**src/hw/rtl/ssfd_pkg.sv**
```systemverilog
// shared types and constants for the sysex state frame decoder
package ssfd_pkg;

	localparam int TracksDef = 8;
	localparam int PayloadBytesDef = 17;
	localparam int CfgIdxW = 3;
	localparam int CfgDataW = 8;

	localparam logic [7:0] SOX_BYTE = 8'hF0;
	localparam logic [7:0] EOX_BYTE = 8'hF7;

	localparam logic [CfgIdxW-1:0] REG_MANUFACTURER = 3'd0;
	localparam logic [CfgIdxW-1:0] REG_MSG_TYPE     = 3'd1;
	localparam logic [CfgIdxW-1:0] REG_COLOR_COUNT  = 3'd2;
	localparam logic [CfgIdxW-1:0] REG_LED_COUNT    = 3'd3;
	localparam logic [CfgIdxW-1:0] REG_LOOPER_COUNT = 3'd4;
	localparam logic [CfgIdxW-1:0] REG_PLAY_COUNT   = 3'd5;
	localparam logic [CfgIdxW-1:0] REG_DEF_LOOPER   = 3'd6;

	// byte kinds as classified by the front end
	typedef enum logic [1:0] {
		KIND_HEADER = 2'd0,
		KIND_BODY   = 2'd1,
		KIND_LAST   = 2'd2
	} kind_t;

	// one classified byte handed from front end to back end
	typedef struct packed {
		kind_t      kind;
		logic [7:0] data;     // packed byte to unpack (body) or final byte (last)
		logic       take;     // body: data is a packed byte to process
		logic       hdr_err;  // last: header or sequencing error seen
		logic       short_msg;
		logic [1:0] version;
		logic [7:0] held;     // last: byte held back as checksum
	} item_t;

	// result record
	typedef struct packed {
		logic        frame_ok;
		logic [1:0]  version;
		logic [1:0]  mode_sel;
		logic [3:0]  flag_bits;
		logic [2:0]  loop_mode;
		logic [7:0]  colour_idx;
		logic        bank_sel;
		logic [7:0]  sel_track;
		logic [63:0] led_vec;
		logic [31:0] loop_length_us;
		logic [7:0]  gain_out;
	} result_t;

	typedef struct packed {
		logic [6:0] manufacturer_id;
		logic [6:0] message_type;
		logic [7:0] color_count;
		logic [7:0] led_count;
		logic [3:0] loop_mode_count;
		logic [2:0] mode_count;
		logic [2:0] default_loop_mode;
	} cfg_t;

endpackage

```
**src/hw/rtl/ssfd_front.sv**
```systemverilog
// front end: header checks, byte position and checksum hold-back
module ssfd_front (
	input  logic            clk,
	input  logic            arst_n,
	input  logic            in_fire,
	input  logic [7:0]      byte_in,
	input  logic            last,
	input  ssfd_pkg::cfg_t  cfg,
	output ssfd_pkg::item_t item
);
	import ssfd_pkg::*;

	logic [5:0] pos_q;
	logic       err_q;
	logic [1:0] ver_q;
	logic [7:0] held_q;

	always_comb begin
		item = '0;
		item.version = ver_q;
		item.held = held_q;
		item.hdr_err = err_q;
		item.short_msg = (pos_q < 6'd6);
		item.data = byte_in;
		if (last) begin
			item.kind = KIND_LAST;
		end else if (pos_q < 6'd4) begin
			item.kind = KIND_HEADER;
		end else begin
			item.kind = KIND_BODY;
			item.take = (pos_q >= 6'd5);
			item.data = held_q;
		end
	end

	always_ff @(posedge clk or negedge arst_n) begin
		if (!arst_n) begin
			pos_q <= '0;
			err_q <= 1'b0;
			ver_q <= '0;
			held_q <= '0;
		end else if (in_fire) begin
			if (last) begin
				pos_q <= '0;
				err_q <= 1'b0;
				ver_q <= '0;
				held_q <= '0;
			end else begin
				unique case (pos_q)
					6'd0: if (byte_in != SOX_BYTE) err_q <= 1'b1;
					6'd1: if (byte_in != {1'b0, cfg.manufacturer_id}) err_q <= 1'b1;
					6'd2: begin
						if (byte_in < 8'd1 || byte_in > 8'd3) err_q <= 1'b1;
						ver_q <= byte_in[1:0];
					end
					6'd3: if (byte_in != {1'b0, cfg.message_type}) err_q <= 1'b1;
					default: held_q <= byte_in;
				endcase
				if (pos_q != 6'd63) pos_q <= pos_q + 6'd1;
			end
		end
	end
endmodule

```
**src/hw/rtl/ssfd_fifo.sv**
```systemverilog
// short queue of classified items between front and back end
module ssfd_fifo (
	input  logic            clk,
	input  logic            arst_n,
	input  logic            push,
	input  ssfd_pkg::item_t push_item,
	output logic            full,
	input  logic            pop,
	output logic            not_empty,
	output ssfd_pkg::item_t pop_item
);
	import ssfd_pkg::*;

	item_t      mem_q [2];
	logic       wp_q, rp_q;
	logic [1:0] cnt_q;

	assign full = (cnt_q == 2'd2);
	assign not_empty = (cnt_q != 2'd0);
	assign pop_item = mem_q[rp_q];

	always_ff @(posedge clk) begin
		if (push) mem_q[wp_q] <= push_item;
	end

	always_ff @(posedge clk or negedge arst_n) begin
		if (!arst_n) begin
			wp_q <= 1'b0;
			rp_q <= 1'b0;
			cnt_q <= '0;
		end else begin
			if (push) wp_q <= ~wp_q;
			if (pop) rp_q <= ~rp_q;
			cnt_q <= cnt_q + {1'b0, push} - {1'b0, pop};
		end
	end

	assert property (@(posedge clk) disable iff (!arst_n) full |-> !push)
		else $error("queue overrun");
	assert property (@(posedge clk) disable iff (!arst_n) !not_empty |-> !pop)
		else $error("queue underrun");
endmodule

```
**src/hw/rtl/ssfd_back.sv**
```systemverilog
// back end: xor checksum, 7-bit unpacking, payload store and final checks
module ssfd_back #(
	parameter int Tracks = ssfd_pkg::TracksDef,
	parameter int PayloadBytes = ssfd_pkg::PayloadBytesDef
) (
	input  logic              clk,
	input  logic              arst_n,
	input  logic              go,
	input  ssfd_pkg::item_t   item,
	input  ssfd_pkg::cfg_t    cfg,
	input  logic              res_stall,
	output logic              res_valid,
	output ssfd_pkg::result_t res
);
	import ssfd_pkg::*;

	localparam int CntW = $clog2(PayloadBytes + 1);
	localparam int IdxW = $clog2(PayloadBytes);

	logic [7:0]      xor_q;
	logic [6:0]      hib_q;
	logic [2:0]      gidx_q;
	logic [CntW-1:0] cnt_q;
	logic            err_q;
	logic [7:0]      store_q [PayloadBytes];

	logic [7:0] unp;
	assign unp = {hib_q[gidx_q - 3'd1], item.data[6:0]};

	always_ff @(posedge clk) begin
		if (go && item.kind == KIND_BODY && item.take && gidx_q != 3'd0 &&
		    cnt_q < CntW'(PayloadBytes))
			store_q[cnt_q[IdxW-1:0]] <= unp;
	end

	always_ff @(posedge clk or negedge arst_n) begin
		if (!arst_n) begin
			xor_q <= '0;
			hib_q <= '0;
			gidx_q <= '0;
			cnt_q <= '0;
			err_q <= 1'b0;
		end else if (go) begin
			if (item.kind == KIND_LAST) begin
				xor_q <= '0;
				hib_q <= '0;
				gidx_q <= '0;
				cnt_q <= '0;
				err_q <= 1'b0;
			end else if (item.kind == KIND_BODY && item.take) begin
				xor_q <= xor_q ^ item.data;
				if (item.data[7]) err_q <= 1'b1;
				if (gidx_q == 3'd0) begin
					hib_q <= item.data[6:0];
					gidx_q <= 3'd1;
				end else begin
					if (cnt_q < CntW'(PayloadBytes)) cnt_q <= cnt_q + CntW'(1);
					else err_q <= 1'b1;
					gidx_q <= (gidx_q == 3'd7) ? 3'd0 : gidx_q + 3'd1;
				end
			end
		end
	end

	// final checks on the last byte
	logic       ok;
	logic       v2;
	logic [2:0] looper;
	logic [1:0] mode;
	logic [63:0] leds;
	result_t    res_d;
	always_comb begin
		v2 = (item.version >= 2'd2);
		looper = store_q[0][6:4];
		mode = {store_q[2][1], store_q[0][0]};
		ok = !(item.hdr_err || err_q || item.short_msg || item.data != EOX_BYTE);
		if ({1'b0, xor_q[6:0]} != item.held) ok = 1'b0;
		if (cnt_q != CntW'(PayloadBytes) && cnt_q != CntW'(PayloadBytes - 1)) ok = 1'b0;
		if (store_q[1] >= cfg.color_count) ok = 1'b0;
		if (item.version == 2'd3 ? store_q[2] > 8'd3 : store_q[2] > 8'd1) ok = 1'b0;
		if (store_q[3] >= 8'(Tracks)) ok = 1'b0;
		for (int i = 0; i < 8; i++) begin
			if (store_q[4 + i] >= cfg.led_count) ok = 1'b0;
			leds[8*i +: 8] = store_q[4 + i];
		end
		if (v2 && {1'b0, looper} >= cfg.loop_mode_count) ok = 1'b0;
		if ({1'b0, mode} >= cfg.mode_count) ok = 1'b0;
	end

	// rejected frames carry all-zero fields
	always_comb begin
		res_d = '0;
		if (ok) begin
			res_d.frame_ok = 1'b1;
			res_d.version = item.version;
			res_d.mode_sel = mode;
			res_d.flag_bits = {v2 & store_q[0][7], store_q[0][3:1]};
			res_d.loop_mode = v2 ? looper : cfg.default_loop_mode;
			res_d.colour_idx = store_q[1];
			res_d.bank_sel = store_q[2][0];
			res_d.sel_track = store_q[3];
			res_d.led_vec = leds;
			res_d.loop_length_us = {store_q[15], store_q[14], store_q[13], store_q[12]};
			res_d.gain_out = (cnt_q == CntW'(PayloadBytes)) ? store_q[16] : 8'd255;
		end
	end

	// result register doubles as the output stage and holds while stalled
	always_ff @(posedge clk or negedge arst_n) begin
		if (!arst_n) res_valid <= 1'b0;
		else if (go && item.kind == KIND_LAST) res_valid <= 1'b1;
		else if (!res_stall) res_valid <= 1'b0;
	end

	always_ff @(posedge clk) begin
		if (go && item.kind == KIND_LAST) res <= res_d;
	end

	assert property (@(posedge clk) disable iff (!arst_n) cnt_q <= CntW'(PayloadBytes))
		else $error("payload count beyond store");
	assert property (@(posedge clk) disable iff (!arst_n)
		go && item.kind == KIND_LAST |=> gidx_q == 3'd0 && cnt_q == '0)
		else $error("unpack state not cleared after message end");
	assert property (@(posedge clk) disable iff (!arst_n)
		go && item.kind == KIND_BODY && item.take && gidx_q == 3'd0 |=> gidx_q == 3'd1)
		else $error("high-bit byte did not open a group");
endmodule

```
**src/hw/rtl/sysex_state_frame_decoder.sv**
```systemverilog
// top level of the sysex state frame decoder
// the byte with last set passes through the queue and then the back end's result register, which presents the result
// throughput: one byte per cycle while in_stall is low; header and body bytes never hold the back end
// only a byte with last set yields a result; other bytes yield none
// a result held by out_stall keeps the next last byte at the queue head; in_stall rises after one more byte
// reset clears all control state and loads register reset values; store is unset until written
module sysex_state_frame_decoder #(
	parameter int Tracks = ssfd_pkg::TracksDef,
	parameter int PayloadBytes = ssfd_pkg::PayloadBytesDef
) (
	input  logic        clk,
	input  logic        arst_n,
	input  logic        in_valid,
	output logic        in_stall,
	input  logic [7:0]  byte_in,
	input  logic        last,
	output logic        out_valid,
	input  logic        out_stall,
	output logic        frame_ok,
	output logic [1:0]  version,
	output logic [1:0]  mode_sel,
	output logic [3:0]  flag_bits,
	output logic [2:0]  loop_mode,
	output logic [7:0]  colour_idx,
	output logic        bank_sel,
	output logic [7:0]  sel_track,
	output logic [63:0] led_vec,
	output logic [31:0] loop_length_us,
	output logic [7:0]  gain_out,
	input  logic        cfg_we,
	input  logic [ssfd_pkg::CfgIdxW-1:0]  cfg_index,
	input  logic [ssfd_pkg::CfgDataW-1:0] cfg_data
);
	import ssfd_pkg::*;

	cfg_t    cfg_q;
	item_t   f_item, q_item;
	logic    q_full, q_ne, in_fire, go;
	logic    res_valid;
	result_t res;

	// configuration registers, masked to width
	always_ff @(posedge clk or negedge arst_n) begin
		if (!arst_n) begin
			cfg_q.manufacturer_id <= 7'd125;
			cfg_q.message_type <= 7'd1;
			cfg_q.color_count <= 8'd8;
			cfg_q.led_count <= 8'd4;
			cfg_q.loop_mode_count <= 4'd5;
			cfg_q.mode_count <= 3'd3;
			cfg_q.default_loop_mode <= 3'd0;
		end else if (cfg_we) begin
			unique case (cfg_index)
				REG_MANUFACTURER: cfg_q.manufacturer_id <= cfg_data[6:0];
				REG_MSG_TYPE:     cfg_q.message_type <= cfg_data[6:0];
				REG_COLOR_COUNT:  cfg_q.color_count <= cfg_data;
				REG_LED_COUNT:    cfg_q.led_count <= cfg_data;
				REG_LOOPER_COUNT: cfg_q.loop_mode_count <= cfg_data[3:0];
				REG_PLAY_COUNT:   cfg_q.mode_count <= cfg_data[2:0];
				REG_DEF_LOOPER:   cfg_q.default_loop_mode <= cfg_data[2:0];
				default: ;
			endcase
		end
	end

	// front end takes a byte whenever the queue has room
	assign in_stall = q_full;
	assign in_fire = in_valid && !in_stall;

	ssfd_front u_front (
		.clk(clk), .arst_n(arst_n), .in_fire(in_fire), .byte_in(byte_in),
		.last(last), .cfg(cfg_q), .item(f_item)
	);

	ssfd_fifo u_fifo (
		.clk(clk), .arst_n(arst_n), .push(in_fire), .push_item(f_item), .full(q_full),
		.pop(go), .not_empty(q_ne), .pop_item(q_item)
	);

	// back end moves unless a last item meets a result that is still stalled;
	// header and body items never block
	assign go = q_ne && !(q_item.kind == KIND_LAST && res_valid && out_stall);

	ssfd_back #(.Tracks(Tracks), .PayloadBytes(PayloadBytes)) u_back (
		.clk(clk), .arst_n(arst_n), .go(go), .item(q_item), .cfg(cfg_q),
		.res_stall(out_stall), .res_valid(res_valid), .res(res)
	);

	// the back end's result register is the output stage
	assign out_valid = res_valid;
	assign frame_ok = res.frame_ok;
	assign version = res.version;
	assign mode_sel = res.mode_sel;
	assign flag_bits = res.flag_bits;
	assign loop_mode = res.loop_mode;
	assign colour_idx = res.colour_idx;
	assign bank_sel = res.bank_sel;
	assign sel_track = res.sel_track;
	assign led_vec = res.led_vec;
	assign loop_length_us = res.loop_length_us;
	assign gain_out = res.gain_out;

	assert property (@(posedge clk) disable iff (!arst_n)
		go && q_item.kind == KIND_LAST |-> !out_valid || !out_stall)
		else $error("result would overwrite a waiting transfer");
	assert property (@(posedge clk) disable iff (!arst_n)
		out_valid && out_stall |=> out_valid && $stable(res))
		else $error("stalled result changed");
	assert property (@(posedge clk) disable iff (!arst_n)
		out_valid && !frame_ok |-> gain_out == 8'd0 && led_vec == 64'd0)
		else $error("rejected frame with non-zero fields");
endmodule
```
**config.mk**
```make
export PLATFORM = sky130hd
export DESIGN_NAME = sysex_state_frame_decoder
export DESIGN_NICKNAME = d
export VERILOG_FILES = /design/src/hw/rtl/ssfd_pkg.sv /design/src/hw/rtl/ssfd_front.sv /design/src/hw/rtl/ssfd_fifo.sv /design/src/hw/rtl/ssfd_back.sv /design/src/hw/rtl/sysex_state_frame_decoder.sv
export SDC_FILE = /design/constraint.sdc
export NUM_CORES = 1
export LEC_CHECK = 0
export BUFFER_PORTS_ARGS = -buffer_cell sky130_fd_sc_hd__buf_2
export CORE_ASPECT_RATIO = 0.6
export CORE_MARGIN = 5
export CORE_UTILIZATION = 45
export DETAILED_ROUTE_END_ITERATION = 10
export HOLD_SLACK_MARGIN = 0.15
export PLACE_DENSITY = 0.67
export SETUP_SLACK_MARGIN = 0.1
export SLEW_MARGIN = 10
export SYNTH_ARGS = -nofsm -noshare
export SYNTH_HDL_FRONTEND = slang
export SYNTH_SLANG_ARGS = --single-unit
export TNS_END_PERCENT = 50
```
**constraint.sdc**
```tcl
create_clock -name clk -period 7.2 [get_ports clk]
set_input_delay 1.08 -clock clk [delete_from_list [all_inputs] [get_ports clk]]
set_output_delay 1.08 -clock clk [all_outputs]
set_load 0.01 [all_outputs]
```
==> run_results.csv <==
group,metric,value,unit
synth,synth.distinct_cells,58,
synth,synth_largest_area_cell,"edfxtp_1",
synth,synth_top_area_frac,0.554,
drt,avgViaCountPerCell,5.61,
setup_path,reg2reg_to,"u_back.res[50]$_SDFFCE_PN0P_",
drt,vias,10400,
floorplan,die_area,0.0421,sq mm
sta,max_freq,247,MHz
setup_path,worstReg2RegStart,"cfg_q[10]$_DFFE_PN0P_",
pwr,p_sw,2.21,mW
cts,cts_root_buf,"clkbuf_16",
cts,clk_latency,0.55,ns
global_route,grt_pass1_vias,10300,
pwr,p_per_area,357,mW/mm^2
finish,final_common_cell,"edfxtp_1",
sta,max_slew.worst_pin.slew,1.18,ns
synth,ys_warn_count,0,
synth,async_flop_share,0.213,
cts,htreeDepth,2,
sta,rsz0062_at_grt,"no",
synth,seq_area_frac_synth,0.679,
job,maxCapViolCount,0,
pwr,internal_power,4.78,mW
finish,area_delta_synth_final,14.6,%
drt,wirelength,41700,um
setup_path,setup.worst_path.class,"reg -> reg",
pwr,p_comb_frac,0.234,
floorplan,rows,55,
setup_path,rrSetupSlack,3.14,ns
finish,post_route_cells_drive_above_1_share,0.216,
floorplan,die_h,161,um
drt,firstDrtPassIters,5,
floorplan,ios,160,
place,gp_congestion,0.854,
synth,ys_top_cells_by_area,"edfxtp_1 55%, dfrtp_1 11%, ha_1 6.7%",
setup_path,crit_required,7.59,ns
global_route,grt_usage,0.198,
sta,drv_slew,0,
sta,tns,0,ns
setup_path,setup.worst_path.end_class,"flip-flop",
setup_path,crit_arrival,4.44,ns
sta,fin_worst_skew,0.0208,ns
finish,nets,1419,
sta,setup_viol,0,
cts,cts_made_buffers,39,
pwr,p_leak,7.42,nW
cts,ctsLongestPathBuffers,3,
global_route,grt_overflow_total,0,
run_status,status,"finished clean",
drt,drtAntennaViolNets,0,
setup_path,reg2reg_depth,8,
sta,min_period,4.06,ns
pwr,vdd_drop_max,225,uV
cts,clkSinkCount,400,
cts,clk_pin_slew,0.06,ns
worst_hold_path,hold_path_end,"u_back.hib_q[6]$_DFFE_PN0P_",
floorplan,initial_core_util,0.455,
synth,syn_area,0.0171,sq mm
floorplan,core_area,0.0376,sq mm
global_route,grt_pass1_wl,63700,um
place,dpl.hpwl,27500,um
synth,synth_seq_cells,400,
setup_path,cp_max_fo,128,
finish,fin_area,0.0196,sq mm
sta,fin_crit_sh,0.563,
pwr,clkPwrFrac,0.277,
pwr,seq_power_share,0.489,
sta,fin_hold_ws,0.492,ns
setup_path,worstSetupStartpoint,"cfg_q[10]$_DFFE_PN0P_",
synth,synth_ff_type,"edfxtp_1",
setup_path,cp-start-kind,"flip-flop",
cts,hold_buffers,0,
cts,post_cts_buffers,0,
drt,drt_iter0_markers,905,
cts,cts_resized,0,
worst_hold_path,hold_class,"reg -> reg",
synth,synth-edff-count,315,
place,place_area,0.0184,sq mm
cts,cts_tree,"built",
sta,hold_viol,0,
global_route,grt_max_degree,129,
floorplan,die_x,262,um
synth,syn_avg_cell_area,14.9,sq um
worst_hold_path,hold_start,"u_back.hib_q[6]$_DFFE_PN0P_",
sta,relSlewSlack,0.211,
place,io_buffers,159,
synth,synth_cells,1147,
pwr,swShare,0.316,
drt,drc_errors,0,
worst_hold_path,min_path_cells,2,
finish,antennaDiodeCount,0,
drt,wire_per_inst,22.6,um
finish,layout_common_cells,"315 x edfxtp_1, 158 x buf_2, 120 x and4_1",
global_route,antenna_found_initial,0,
[power by group through the flow]
stage	Clock, mW	Sequential, mW	Combinational [mW]
after floorplan	0	3.54	0.827
after global placement	0	3.46	1.61
after detailed placement	0	3.46	1.64
after CTS	1.97	3.42	1.65
after global routing	2.08	3.46	1.79
final	1.94	3.41	1.63
[cells in the mapped netlist (4+ instances only)]
cell / instances
o21ai_0: 38
clkbuf_2: 10
nand2b_1: 16
a211oi_1: 8
nor3_1: 12
and4_1: 121
inv_1: 49
nor4_1: 11
a21oi_1: 32
clkbuf_1: 39
nor2b_1: 4
buf_2: 8
o22ai_1: 5
mux2_2: 46
dfstp_2: 13
a22o_1: 11
nor3b_1: 5
and3_1: 4
xor2_1: 7
nand4b_1: 4
o2111a_1: 8
nand4_1: 12
nand3_1: 15
xnor2_1: 24
nand2_1: 53
a22oi_1: 4
a21o_1: 8
mux2i_1: 12
edfxtp_1: 315
o211ai_1: 5
nor2_1: 43
ha_1: 92
or3_1: 11
dfrtp_1: 72
[stage by stage]
step,utilization,worst slack [ns],total power [mW],cells
6_report,0.521,3.14,6.99,1846
3_3_place_gp,0.489,3.23,5.06,1773
4_1_cts,0.521,3.18,7.04,1845
5_1_grt,0.521,2.87,7.34,1846
3_5_place_dp,0.489,3.20,5.10,1773
2_1_floorplan,-,1.76,4.37,1151
[worst max-delay path, stage by stage (launching register included)]
cell and delay [ns]:
dfrtp_1 0.71, ha_1 0.33, nand2b_1 0.14, a211oi_1 0.27
o22ai_1 0.24, or4_1 0.63, nor4_2 0.28, buf_4 0.85
and4_1 0.32
[cell type report]
type / count / area, sq um
Inverter: 51 / 196
Multi-Input combinational cell: 643 / 5090
Fill cell: 3181 / 18000
Clock buffer: 50 / 1040
Clock inverter: 22 / 146
Tap cell: 513 / 642
Sequential cell: 400 / 11600
Timing Repair Buffer: 167 / 858
[state kept, by name, indices dropped and copies added (netlist names)]
| name | count |
|---|---|
| u_back.cnt_q | 5 |
| u_back.xor_q | 7 |
| u_back.gidx_q | 3 |
| u_back.store_q | 136 |
| u_front.held_q | 8 |
| u_fifo.mem_q | 46 |
| u_front.ver_q | 2 |
| u_fifo.wp_q | 1 |
| u_front.pos_q | 6 |
| cfg_q | 40 |
| u_front.err_q | 1 |
| u_fifo.cnt_q | 2 |
| u_back.res | 133 |
| u_back.hib_q | 7 |
| u_back.err_q | 1 |
| u_back.res_valid | 1 |
| u_fifo.rp_q | 1 |
[worst max path at each step]
stage / to / slack, ns
6_report: u_back.res[50]$_SDFFCE_PN0P_ / 3.14
2_1_floorplan: u_back.res[0]$_SDFFCE_PN0P_ / 1.76
3_5_place_dp: u_back.res[131]$_SDFFCE_PN0P_ / 3.20
4_1_cts: u_back.res[130]$_SDFFCE_PN0P_ / 3.18
5_1_grt: u_back.res[53]$_SDFFCE_PN0P_ / 2.87
3_3_place_gp: u_back.res[131]$_SDFFCE_PN0P_ / 3.23
[routing by layer]
layer	GRT usage	up-vias	share of wire
met3	0.0536	55	0.083
met2	0.282	371	0.42
met1	0.308	5198	0.48
met4	0.0384	0	0.017
met5	0	-	0
li1	-	4734	-
[kinds of logic (layout without fill, tap and decap cells)]
family	Yosys count	count (layout)	share of synthesized area
adders and majority gates	92	92	0.0674
AOI/OAI and AO/OA	132	132	0.0506
xor gates and xnor gates	31	31	0.0159
DFF	400	400	0.679
muxes	59	59	0.0387
and+or+nand+nor	324	324	0.123
buffers and inverters	108	290	0.0251
other	1	5	0.000220
Note: power is estimated with default switching activity, not from simulation.
